$ cat src/hw/rtl/sharable_exe_page_loader_top_macros.svh
// ----------------------------------------------------------------------------
// sharable exe page loader assertion macros
// concurrent assertion wrappers, compiled out when ASSERT_OFF is defined
// ----------------------------------------------------------------------------
`ifndef SHARABLE_EXE_PAGE_LOADER_TOP_MACROS_SVH
`define SHARABLE_EXE_PAGE_LOADER_TOP_MACROS_SVH

`ifndef ASSERT_OFF
// checked outside reset
`define SEPL_ASSERT(lbl, clk, rst, prop, msg) \
  lbl: assert property (@(posedge clk) disable iff (rst) prop) else $error(msg);
// checked in every cycle, reset included
`define SEPL_ASSERT_ALWAYS(lbl, clk, prop, msg) \
  lbl: assert property (@(posedge clk) prop) else $error(msg);
`else
`define SEPL_ASSERT(lbl, clk, rst, prop, msg)
`define SEPL_ASSERT_ALWAYS(lbl, clk, prop, msg)
`endif

`endif

$ cat src/hw/rtl/sepl_pkg.sv
`timescale 1ns / 1ps
// ----------------------------------------------------------------------------
// sepl_pkg
// shared constants, codes and types of the sharable exe page loader
// ----------------------------------------------------------------------------
package sepl_pkg;

  // image geometry, both powers of two
  localparam int unsigned PAGE_WORDS = 512;
  localparam int unsigned MAP_PAGES  = 512;

  localparam int WORD_W      = 36;
  localparam int HALF_W      = 18;
  localparam int MEM_PAGE_W  = 27;
  localparam int ADDR_W      = 36;
  localparam int DATA_W      = 36;
  localparam int S_TDATA_W   = 40;
  localparam int M_TDATA_W   = 72;
  localparam int KIND_W      = 2;

  localparam int OFF_W         = $clog2(PAGE_WORDS);
  localparam int MAP_IW        = $clog2(MAP_PAGES);
  localparam int unsigned POS_LIMIT = PAGE_WORDS * MAP_PAGES;
  localparam int POS_W         = $clog2(POS_LIMIT + 1);
  localparam int PG_W          = POS_W - OFF_W;
  localparam int RUN_CNT_W     = WORD_W - MEM_PAGE_W;
  localparam int RUN_W         = RUN_CNT_W + 1;
  localparam int RUN_FP_W      = MEM_PAGE_W + 1;
  localparam int MAP_ENTRY_W   = MEM_PAGE_W + 1;
  localparam int MAP_VALID_BIT = MEM_PAGE_W;

  localparam logic [HALF_W-1:0] TYPE_IGNORED   = 18'o1774;
  localparam logic [HALF_W-1:0] TYPE_ENTRY     = 18'o1775;
  localparam logic [HALF_W-1:0] TYPE_DIRECTORY = 18'o1776;
  localparam logic [HALF_W-1:0] TYPE_END       = 18'o1777;

  typedef enum logic [KIND_W-1:0] {
    KIND_WRITE   = 2'd0,
    KIND_ENTRY   = 2'd1,
    KIND_UNKNOWN = 2'd2
  } kind_t;

  typedef enum logic [2:0] {
    PH_HEADER,
    PH_DIR_FIRST,
    PH_DIR_SECOND,
    PH_ENTRY_LEN,
    PH_ENTRY_ADDR,
    PH_SKIP_BLOCK,
    PH_SKIP_PAGE,
    PH_DATA
  } phase_t;

  typedef enum logic [1:0] {
    ST_CLEAR,
    ST_IDLE,
    ST_RUN,
    ST_LOOKUP
  } st_t;

  typedef struct packed {
    logic                valid;
    kind_t               kind;
    logic [ADDR_W-1:0]   address;
    logic [DATA_W-1:0]   data;
  } res_t;

  typedef struct packed {
    logic                   we;
    logic [MAP_IW-1:0]      addr;
    logic [MAP_ENTRY_W-1:0] data;
  } map_wr_t;

  typedef struct packed {
    logic clearing;
    logic expanding;
    logic res_pending;
  } ctrl_status_t;

endpackage

$ cat src/hw/rtl/sepl_ctrl.sv
`timescale 1ns / 1ps
// ----------------------------------------------------------------------------
// sepl_ctrl
// block parser and sequencer: map clear, header decode, run expansion, data lookup
// ----------------------------------------------------------------------------
module sepl_ctrl import sepl_pkg::*; (
  input  logic                   clk,
  input  logic                   rst,
  input  logic                   in_valid,
  input  logic [WORD_W-1:0]      in_word,
  input  logic                   in_last,
  output logic                   in_ready,
  output res_t                   res,
  input  logic                   res_take,
  output ctrl_status_t           status,
  output map_wr_t                map_wr,
  output logic [MAP_IW-1:0]      map_raddr,
  input  logic [MAP_ENTRY_W-1:0] map_rdata
);

  st_t                   state, state_next;
  phase_t                phase, phase_next;
  logic [POS_W-1:0]      pos, pos_next;
  logic [HALF_W-1:0]     bwl, bwl_next;
  logic [MEM_PAGE_W-1:0] pfp, pfp_next;
  logic [WORD_W-1:0]     entry_length, entry_length_next;
  logic [WORD_W-1:0]     entry_address, entry_address_next;
  logic [RUN_FP_W-1:0]   run_fp, run_fp_next;
  logic [MEM_PAGE_W-1:0] run_mp, run_mp_next;
  logic [RUN_W-1:0]      run_left, run_left_next;
  logic [MAP_IW-1:0]     clr_idx, clr_idx_next;
  logic [OFF_W-1:0]      look_off, look_off_next;
  logic [WORD_W-1:0]     look_word, look_word_next;
  logic                  look_ok, look_ok_next;
  res_t                  res_next;

  logic                  accept;
  logic                  run_go;
  logic                  lookup_go;
  logic                  run_fp_ok;
  logic [POS_W-1:0]      pos_adv;
  logic [HALF_W-1:0]     blk_type;
  logic [HALF_W-1:0]     blk_len;
  logic [HALF_W-1:0]     blk_rest;

  assign accept    = in_valid && in_ready;
  assign run_fp_ok = run_fp < RUN_FP_W'(MAP_PAGES);
  assign pos_adv   = (pos < POS_W'(POS_LIMIT)) ? pos + 1'b1 : pos;
  assign blk_type  = in_word[WORD_W-1:HALF_W];
  assign blk_len   = in_word[HALF_W-1:0];
  assign blk_rest  = (blk_len != '0) ? blk_len - 1'b1 : '0;
  assign run_go    = accept && !in_last && (phase == PH_DIR_SECOND) && (pfp != '0);
  assign lookup_go = accept && !in_last && (phase == PH_DATA);

  // next state
  always_comb begin
    state_next = state;
    case (state)
      ST_CLEAR: begin
        if (clr_idx == MAP_IW'(MAP_PAGES - 1)) state_next = ST_IDLE;
      end
      ST_IDLE: begin
        if (run_go) begin
          state_next = ST_RUN;
        end else if (lookup_go) begin
          state_next = ST_LOOKUP;
        end
      end
      ST_RUN: begin
        if (run_left == RUN_W'(1) || !run_fp_ok) state_next = ST_IDLE;
      end
      ST_LOOKUP: state_next = ST_IDLE;
      default:   state_next = ST_IDLE;
    endcase
  end

  // outputs
  always_comb begin
    in_ready           = 1'b0;
    map_wr             = '0;
    map_raddr          = pos[OFF_W +: MAP_IW];
    status.clearing    = 1'b0;
    status.expanding   = 1'b0;
    status.res_pending = res.valid;
    case (state)
      ST_CLEAR: begin
        status.clearing = 1'b1;
        map_wr.we       = 1'b1;
        map_wr.addr     = clr_idx;
      end
      ST_IDLE: begin
        in_ready = !res.valid;
      end
      ST_RUN: begin
        status.expanding = 1'b1;
        map_wr.we        = run_fp_ok;
        map_wr.addr      = run_fp[MAP_IW-1:0];
        map_wr.data      = {1'b1, run_mp};
      end
      default: begin
        in_ready = 1'b0;
      end
    endcase
  end

  // datapath
  always_comb begin
    phase_next         = phase;
    pos_next           = pos;
    bwl_next           = bwl;
    pfp_next           = pfp;
    entry_length_next  = entry_length;
    entry_address_next = entry_address;
    run_fp_next        = run_fp;
    run_mp_next        = run_mp;
    run_left_next      = run_left;
    clr_idx_next       = clr_idx;
    look_off_next      = look_off;
    look_word_next     = look_word;
    look_ok_next       = look_ok;
    res_next           = res;
    if (res_take) res_next.valid = 1'b0;

    case (state)
      ST_CLEAR: begin
        clr_idx_next = clr_idx + 1'b1;
      end
      ST_RUN: begin
        run_fp_next   = run_fp + 1'b1;
        run_mp_next   = run_mp + 1'b1;
        run_left_next = run_left - 1'b1;
      end
      ST_LOOKUP: begin
        if (look_ok && map_rdata[MAP_VALID_BIT]) begin
          res_next.valid   = 1'b1;
          res_next.kind    = KIND_WRITE;
          res_next.address = ADDR_W'({map_rdata[MEM_PAGE_W-1:0], look_off});
          res_next.data    = look_word;
        end
      end
      default: begin
        clr_idx_next = clr_idx;
      end
    endcase

    if (accept) begin
      if (in_last) begin
        res_next.valid   = 1'b1;
        res_next.kind    = KIND_ENTRY;
        res_next.address = entry_address;
        res_next.data    = entry_length;
      end else begin
        pos_next = pos_adv;
        case (phase)
          PH_HEADER: begin
            if (blk_type == TYPE_DIRECTORY) begin
              bwl_next   = blk_rest;
              phase_next = (blk_rest != '0) ? PH_DIR_FIRST : PH_HEADER;
            end else if (blk_type == TYPE_ENTRY) begin
              phase_next = PH_ENTRY_LEN;
            end else if (blk_type == TYPE_END) begin
              phase_next = (pos_adv >= POS_W'(PAGE_WORDS)) ? PH_DATA : PH_SKIP_PAGE;
            end else begin
              if (blk_type != TYPE_IGNORED) begin
                res_next.valid   = 1'b1;
                res_next.kind    = KIND_UNKNOWN;
                res_next.address = ADDR_W'(blk_type);
                res_next.data    = '0;
              end
              bwl_next   = blk_rest;
              phase_next = (blk_rest != '0) ? PH_SKIP_BLOCK : PH_HEADER;
            end
          end
          PH_DIR_FIRST: begin
            pfp_next   = in_word[MEM_PAGE_W-1:0];
            phase_next = PH_DIR_SECOND;
          end
          PH_DIR_SECOND: begin
            run_fp_next   = {1'b0, pfp};
            run_mp_next   = in_word[MEM_PAGE_W-1:0];
            run_left_next = RUN_W'(in_word[WORD_W-1:MEM_PAGE_W]) + 1'b1;
            bwl_next      = (bwl > HALF_W'(2)) ? bwl - HALF_W'(2) : '0;
            phase_next    = (bwl > HALF_W'(2)) ? PH_DIR_FIRST : PH_HEADER;
          end
          PH_ENTRY_LEN: begin
            entry_length_next = in_word;
            phase_next        = PH_ENTRY_ADDR;
          end
          PH_ENTRY_ADDR: begin
            entry_address_next = in_word;
            phase_next         = PH_HEADER;
          end
          PH_SKIP_BLOCK: begin
            bwl_next = (bwl != '0) ? bwl - 1'b1 : '0;
            if (bwl <= HALF_W'(1)) phase_next = PH_HEADER;
          end
          PH_SKIP_PAGE: begin
            if (pos_adv >= POS_W'(PAGE_WORDS)) phase_next = PH_DATA;
          end
          default: begin
            look_off_next  = pos[OFF_W-1:0];
            look_ok_next   = pos[POS_W-1:OFF_W] < PG_W'(MAP_PAGES);
            look_word_next = in_word;
          end
        endcase
      end
    end
  end

  always_ff @(posedge clk) begin
    if (rst) begin
      state         <= ST_CLEAR;
      phase         <= PH_HEADER;
      pos           <= '0;
      bwl           <= '0;
      pfp           <= '0;
      entry_length  <= '1;
      entry_address <= '1;
      clr_idx       <= '0;
      res.valid     <= 1'b0;
    end else begin
      state         <= state_next;
      phase         <= phase_next;
      pos           <= pos_next;
      bwl           <= bwl_next;
      pfp           <= pfp_next;
      entry_length  <= entry_length_next;
      entry_address <= entry_address_next;
      clr_idx       <= clr_idx_next;
      res.valid     <= res_next.valid;
    end
  end

  always_ff @(posedge clk) begin
    run_fp      <= run_fp_next;
    run_mp      <= run_mp_next;
    run_left    <= run_left_next;
    look_off    <= look_off_next;
    look_word   <= look_word_next;
    look_ok     <= look_ok_next;
    res.kind    <= res_next.kind;
    res.address <= res_next.address;
    res.data    <= res_next.data;
  end

endmodule
$ cat config.mk
export PLATFORM = sky130hd
export DESIGN_NAME = sepl_ctrl
export DESIGN_NICKNAME = d
export VERILOG_FILES = /design/src/hw/rtl/sharable_exe_page_loader_top_macros.svh /design/src/hw/rtl/sepl_pkg.sv /design/src/hw/rtl/sepl_ctrl.sv
export SDC_FILE = /design/constraint.sdc
export NUM_CORES = 1
export LEC_CHECK = 0
export BUFFER_PORTS_ARGS = -buffer_cell sky130_fd_sc_hd__buf_2
export CAP_MARGIN = 20
export CORE_ASPECT_RATIO = 1.4
export CORE_MARGIN = 5
export CORE_UTILIZATION = 54
export CTS_BUF_LIST = sky130_fd_sc_hd__clkbuf_8
export DETAILED_ROUTE_END_ITERATION = 16
export GPL_TIMING_DRIVEN = 0
export PLACE_DENSITY = 0.82
export SYNTH_ARGS = -nofsm -noshare
export SYNTH_HDL_FRONTEND = slang
export SYNTH_SLANG_ARGS = --single-unit
export TNS_END_PERCENT = 5
$ cat constraint.sdc
create_clock -name clk -period 4 [get_ports clk]
set_clock_uncertainty 0.1 [all_clocks]
set_input_delay 0.4 -clock clk [delete_from_list [all_inputs] [get_ports clk]]
set_output_delay 0.4 -clock clk [all_outputs]
set_load 0.02 [all_outputs]
==> results.json, run 1 <==
{
  "combPwrFrac": 0.066,
  "io_pins": 195,
  "chipHeight_um": 210.3,
  "grt_pass1_vias": 14080,
  "yosys.area.top_type": "dfxtp_1",
  "synth.distinct_cells": 62,
  "grt_antenna_before_repair": 0,
  "synth_area_um2": 15480,
  "synth_top_area_frac": 0.3750,
  "layout-drive-gt1-share": 0.1576,
  "ys_ff_latch": 336,
  "synthArstFlopShare": 0,
  "drc_errors": 0,
  "gp_congestion": 0.9349,
  "max_cap_viol_count": 0,
  "period_needed_ps": 3854,
  "p_int_uw": 5202,
  "yosys_warnings": 0,
  "worst_pin_slew_ps": 1112,
  "stdcell_area_um2": 18350,
  "antenna_left": 0,
  "core_um2": 28310,
  "fin_nets": 2135,
  "post-cts-setup-buffers": 0,
  "swShare": 0.2455,
  "outcome": "finished clean",
  "postPlaceCellArea_um2": 16960,
  "vias_per_cell": 5.832,
  "fillers": 2321,
  "rows": 73,
  "overflow": 0,
  "instances_no_fill": 2463,
  "grt_pass1_wl_um": 74080,
  "crit_arrival_ps": 4210,
  "hold_ws_ps": 16.39,
  "switchingPower_uw": 1693,
  "avgSynthCellArea_um2": 8.756,
  "clkSinkCount": 336,
  "grt_max_degree": 31,
  "pwr-share-clk": 0.424,
  "clock_latency_ps": 610,
  "fmax_mhz": 259.5,
  "htreeDepth": 2,
  "cts.path.max_buffers": 3,
  "power.leakage_uw": 0.007545,
  "end_kind": "flop",
  "cp_data_required_time_ps": 4360,
  "syn_nets": 1854,
  "yosys-top-cells-area": "dfxtp_1, edfxtp_1, nand2_1",
  "clockRootBuffer": "clkbuf_8",
  "criticalPathCategory": "primary input to flop",
  "path_clk_slew_ps": 60,
  "wire_per_inst_um": 19.13,
  "post-route-util": 0.6482,
  "pwr-share-seq": 0.509,
  "drt_iter0_drc": 1255,
  "die-area_um2": 32200,
  "port_buffers": 193,
  "ys.flop_type": "dfxtp_1",
  "dpl.hpwl_um": 34070,
  "grt_setup_unrepaired": "yes",
  "firstDrtPassIters": 7,
  "synth_edf_count": 46,
  "start_util": 0.5467,
  "totalNegativeSetupSlack_ps": 0,
  "grt_usage": 0.2816,
  "totalWireLength_um": 47130,
  "hp-class": "primary input to flop",
  "ys_seq_area_frac": 0.4643,
  "setup_viol": 0,
  "syn2layout_area_growth_pct": 18.57,
  "critPathMaxFanout": 9,
  "ir_worst_vdd_uv": 207.5,
  "p_per_area_nw_per_um2": 375.7,
  "hold_violations": 0,
  "cts-buffers-inserted": 49,
  "cts_tree": "built",
  "relSlewSlack": 0.2557,
  "die_w_um": 153.1,
  "dr_total_vias": 14360,
  "slew_violations": 0,
  "post-route-period-util": 0.9635,
  "dp_cells": 2338,
  "critPathLaunchType": "primary input",
  "synth_cells": 1768
}
-- kinds of logic (layout without fill, tap and decap cells) --
family / count (synthesis) / in the layout / share of synthesized area
adder cells (fa/ha/maj): 17 / 17 / 0.01374
AO/OA/AOI/OAI: 329 / 329 / 0.1252
buffers and inverters: 148 / 467 / 0.03944
XOR/XNOR: 102 / 102 / 0.05771
flip-flops: 336 / 336 / 0.4643
multiplexers: 131 / 131 / 0.08657
AND/OR/NAND/NOR: 705 / 705 / 0.2131
other: 0 / 1 / 0
-- Yosys cell counts (29+ instances only) --
library cell and count:
mux2i_1 108, nor3_1 33, nor2_1 104, xor2_1 54, o21ai_0 155, clkbuf_1 101
nand4_1 29, dfxtp_1 290, edfxtp_1 46, xnor2_1 48, nand2_1 323, a21oi_1 74
and2_1 31, nand3_1 75
-- cell type report --
cell class	instances	area, um2	share of cell area
multi-input combinational	1284	7696	0.4193
sequential	336	7187	0.3916
timing repair buffer	230	1349	0.07349
clock buffer	57	784.5	0.04274
buffer	126	529.3	0.02884
tap	375	469.2	0.02556
clock inverter	32	254.0	0.01384
inverter	22	82.58	0.004499
antenna	1	2.502	0.0001363
-- critical path: stages --
cell	delay [ps]
dlygate4sd3_1	530
buf_2	150
clkbuf_1	280
inv_1	190
ha_1	160
clkbuf_1	350
or4b_1	470
clkbuf_1	210
or4_1	520
nor4_1	300
mux2i_1	340
o32ai_1	130
nand2_1	100
a21oi_1	70
-- cells in the final DEF (no fill, tap or decap), types with 5 or more instances in the layout --
cell type      Yosys  final
o21ai_0          155    155
a311o_1            5      5
ha_1              17     17
xor2_1            54     54
a22oi_1           28     28
clkbuf_1         101    100
mux2_2            23     23
and2_1            31     31
clkbuf_8           0     57
dlygate4sd3_1      0     34
and4_1             8      8
nor4_1            28     27
buf_4             12     13
nand2_1          323    323
o31ai_1            5      5
nor3_1            33     33
or4_1             10     10
clkinv_1           0      7
and3b_1            6      6
xnor2_1           48     48
inv_1             21     32
or3_1              9      9
nor2_1           104    103
a21oi_1           74     74
buf_2              6    199
o211ai_1           8      8
or2_2              6      6
clkinv_2           0      6
buf_1              5      5
a31oi_1           10     10
edfxtp_1          46     46
nand4_1           29     29
and3_1            19     19
mux2i_1          108    108
a211oi_1           6      6
nand3_1           75     75
dfxtp_1          290    290
o22ai_1            5      5
-- repair_timing --
item	4_1_cts	5_1_grt
endpoints found under the setup margin	0	2
endpoints found under the hold margin	34	0
hold buffers	34	0
gates resized for setup	0	3
-- routing by layer --
layer | track usage | part of all wire | routed length, um
met1 | 0.3341 | 0.38 | 17810
met5 | 0 | 0 | 0
met3 | 0.04251 | 0.076 | 3582
met4 | 0.1894 | 0.074 | 3501
met2 | 0.4722 | 0.47 | 22240
-- power groups by stage --
| stage | Sequential (uW) | Combinational [uW] | Clock [uW] |
|---|---|---|---|
| 2_1_floorplan | 3640 | 155 | 0 |
| 3_3_place_gp | 3580 | 413 | 0 |
| 3_5_place_dp | 3590 | 420 | 0 |
| 4_1_cts | 3510 | 447 | 2950 |
| 5_1_grt | 3520 | 482 | 3100 |
| 6_report | 3510 | 456 | 2930 |
-- per-stage QoR --
step | setup WS [ps] | power, uW
final | 146.0 | 6895
after floorplan | 262.6 | 3797
after detailed placement | 216.7 | 4006
after CTS | 71.44 | 6912
after global routing | -4.998 | 7095
after global placement | -1438 | 3996
-- sequential cells by signal, indices dropped and copies added (netlist names), 2 cells and up --
name,cells
look_off,9
bwl,18
pfp,27
run_fp,28
res,75
pos,19
run_left,10
clr_idx,9
run_mp,27
entry_length,36
look_word,36
entry_address,36
state,2
phase,3
-- path summary, 6_finish.rpt --
check / start / to / slack, ps / cells after the start
setup / recovery: in_word[0] / bwl[16] / 150 / 14
hold / removal: map_rdata[18] / res[63] / 20 / 3
setup reg to reg: state[1] / run_fp[16] / 360 / 10
hold reg to reg: entry_length[22] / res[22] / 360 / 2
Note: power is estimated with default switching activity, not from simulation.
==> inputs of run 2 (changes only) <==
--- a/config.mk
+++ b/config.mk
@@ -7,9 +7,11 @@
 export LEC_CHECK = 0
 export BUFFER_PORTS_ARGS = -buffer_cell sky130_fd_sc_hd__buf_2
 export CAP_MARGIN = 20
+export CELL_PAD_IN_SITES_DETAIL_PLACEMENT = 1
+export CELL_PAD_IN_SITES_GLOBAL_PLACEMENT = 1
 export CORE_ASPECT_RATIO = 1.4
 export CORE_MARGIN = 5
-export CORE_UTILIZATION = 54
+export CORE_UTILIZATION = 41
 export CTS_BUF_LIST = sky130_fd_sc_hd__clkbuf_8
 export DETAILED_ROUTE_END_ITERATION = 16
 export GPL_TIMING_DRIVEN = 0
==> results.json, run 2 (same netlist as run 1, synthesis figures left out) <==
{
  "grt_max_degree": 26,
  "slew_violations": 0,
  "grt_pass1_wl_um": 85740,
  "ir_worst_vdd_uv": 187.7,
  "mostFrequentLayoutCell": "nand2_1",
  "regMostFlops": "res",
  "reg2regPathDepth": 9,
  "power_uw": 7012,
  "start_util": 0.4137,
  "grt_pass1_vias": 15420,
  "gp_congestion": 0.9026,
  "largest_register_ffs": 75,
  "clockRootBuffer": "clkbuf_8",
  "die-area_um2": 41800,
  "period_needed_ps": 3811,
  "clock_latency_ps": 620,
  "rr_startpoint": "state[1]",
  "cts_resized": 0,
  "relSlewSlack": 0.2718,
  "end_kind": "flop",
  "core_um2": 37420,
  "wire_per_inst_um": 21.49,
  "setup_viol": 0,
  "hold_start": "in_word[31]",
  "grt_usage": 0.2556,
  "fillers": 4481,
  "drc_errors": 0,
  "crit_arrival_ps": 4170,
  "outcome": "finished clean",
  "rows": 84,
  "die_w_um": 174.2,
  "clkSinkCount": 336,
  "max_cap_viol_count": 0,
  "dp_cells": 2436,
  "totalWireLength_um": 55190,
  "critPathLaunchType": "primary input",
  "critPathMaxFanout": 9,
  "hold_violations": 0,
  "firstDrtPassIters": 5,
  "vias_per_cell": 5.672,
  "cts_tree": "built",
  "p_per_area_nw_per_um2": 378.7,
  "fmax_mhz": 262.4,
  "post-route-period-util": 0.9528,
  "dr_total_vias": 14570,
  "cp_data_required_time_ps": 4350,
  "overflow": 0,
  "fin_nets": 2138,
  "port_buffers": 193,
  "cts.path.max_buffers": 3,
  "path_clk_slew_ps": 70,
  "grt_antenna_before_repair": 1,
  "rrSetupSlack_ps": 280,
  "final_cell_mix": "nand2_1, dfxtp_1, buf_2",
  "cts-buffers-inserted": 51,
  "hold_depth": 1,
  "dpl.hpwl_um": 39880,
  "criticalPathCategory": "primary input to flop",
  "instances_no_fill": 2568,
  "cp-startpoint": "in_word[0]",
  "layout-drive-gt1-share": 0.1585,
  "drt_iter0_drc": 979,
  "htreeDepth": 2,
  "chipHeight_um": 239.9,
  "hp-class": "primary input to flop",
  "syn2layout_area_growth_pct": 19.61,
  "io_pins": 195,
  "power.leakage_uw": 0.007596,
  "worst_pin_slew_ps": 1082,
  "antenna_left": 0
}
run 2: changes by cell type in the layout (fill, tap and decap cells not counted), sizes merged:
cell | previous run | this run
clkinv | 13 | 8
inv | 36 | 40
bufinv | 4 | 1
dlygate4sd3 | 34 | 36
clkinvlp | 1 | 0
clkbuf | 161 | 171
run 2: layout make-up:
class / instances / area (um2) / area share
well taps: 473 / 591.8 / 0.03196
plain buffers: 126 / 528.0 / 0.02852
flip-flops and latches: 336 / 7187 / 0.3882
clock inverters: 27 / 143.9 / 0.007771
clock buffers: 68 / 935.9 / 0.05055
diodes: 1 / 2.502 / 0.0001352
multi-input cells: 1284 / 7690 / 0.4153
inverters: 22 / 82.58 / 0.004460
repair buffers: 231 / 1354 / 0.07312
run 2: report_power, final:
part | leakage [uW] | total, uW | internal [uW] | switching, uW
combinational | 0.00422 | 472 | 160 | 312
clock | 0.000629 | 3020 | 1590 | 1430
sequential | 0.00275 | 3520 | 3470 | 45.1
total | 0.00760 | 7010 | 5220 | 1790
run 2: critical path, cell delays in order:
cell,delay (ps)
dlygate4sd3_1,540
buf_2,150
clkbuf_1,310
inv_1,200
ha_1,170
clkbuf_1,310
or4b_1,470
clkbuf_1,190
nor4_1,550
a21oi_1,380
nand2_1,170
o21ai_0,100
a21oi_1,180
a211oi_1,60
run 2: worst paths after layout:
path | to
max reg2reg | pfp[11]
min reg2reg | res[62]
min | look_word[31]
max | bwl[8]
run 2: through the flow:
step | setup WS [ps] | util | hold slack [ps] | cell area [um2] | TNS, ps
3_5_place_dp | 280.9 | 0.4563 | 347.0 | 17070 | 0
6_report | 188.8 | 0.4949 | 35.46 | 18520 | 0
5_1_grt | -5.331 | 0.4949 | 13.53 | 18520 | -5.331
4_1_cts | 222.1 | 0.4948 | 9.502 | 18510 | 0
2_1_floorplan | 262.6 | - | 324.4 | 15480 | 0
3_3_place_gp | -1506 | 0.4554 | 335.6 | 17040 | -70510
run 2: layer usage:
metal / track usage / vias to the layer above / wire (um)
li1: - / 6770 / -
met1: 0.3015 / 7146 / 22110
met2: 0.4547 / 492 / 27310
met3: 0.03397 / 158 / 2784
met4: 0.1309 / 0 / 2984
met5: 0 / - / 0
run 2: repair_timing:
item / 4_1_cts / 5_1_grt
hold endpoints to repair: 36 / 0
hold buffers: 36 / 0
setup buffers: 0 / 0
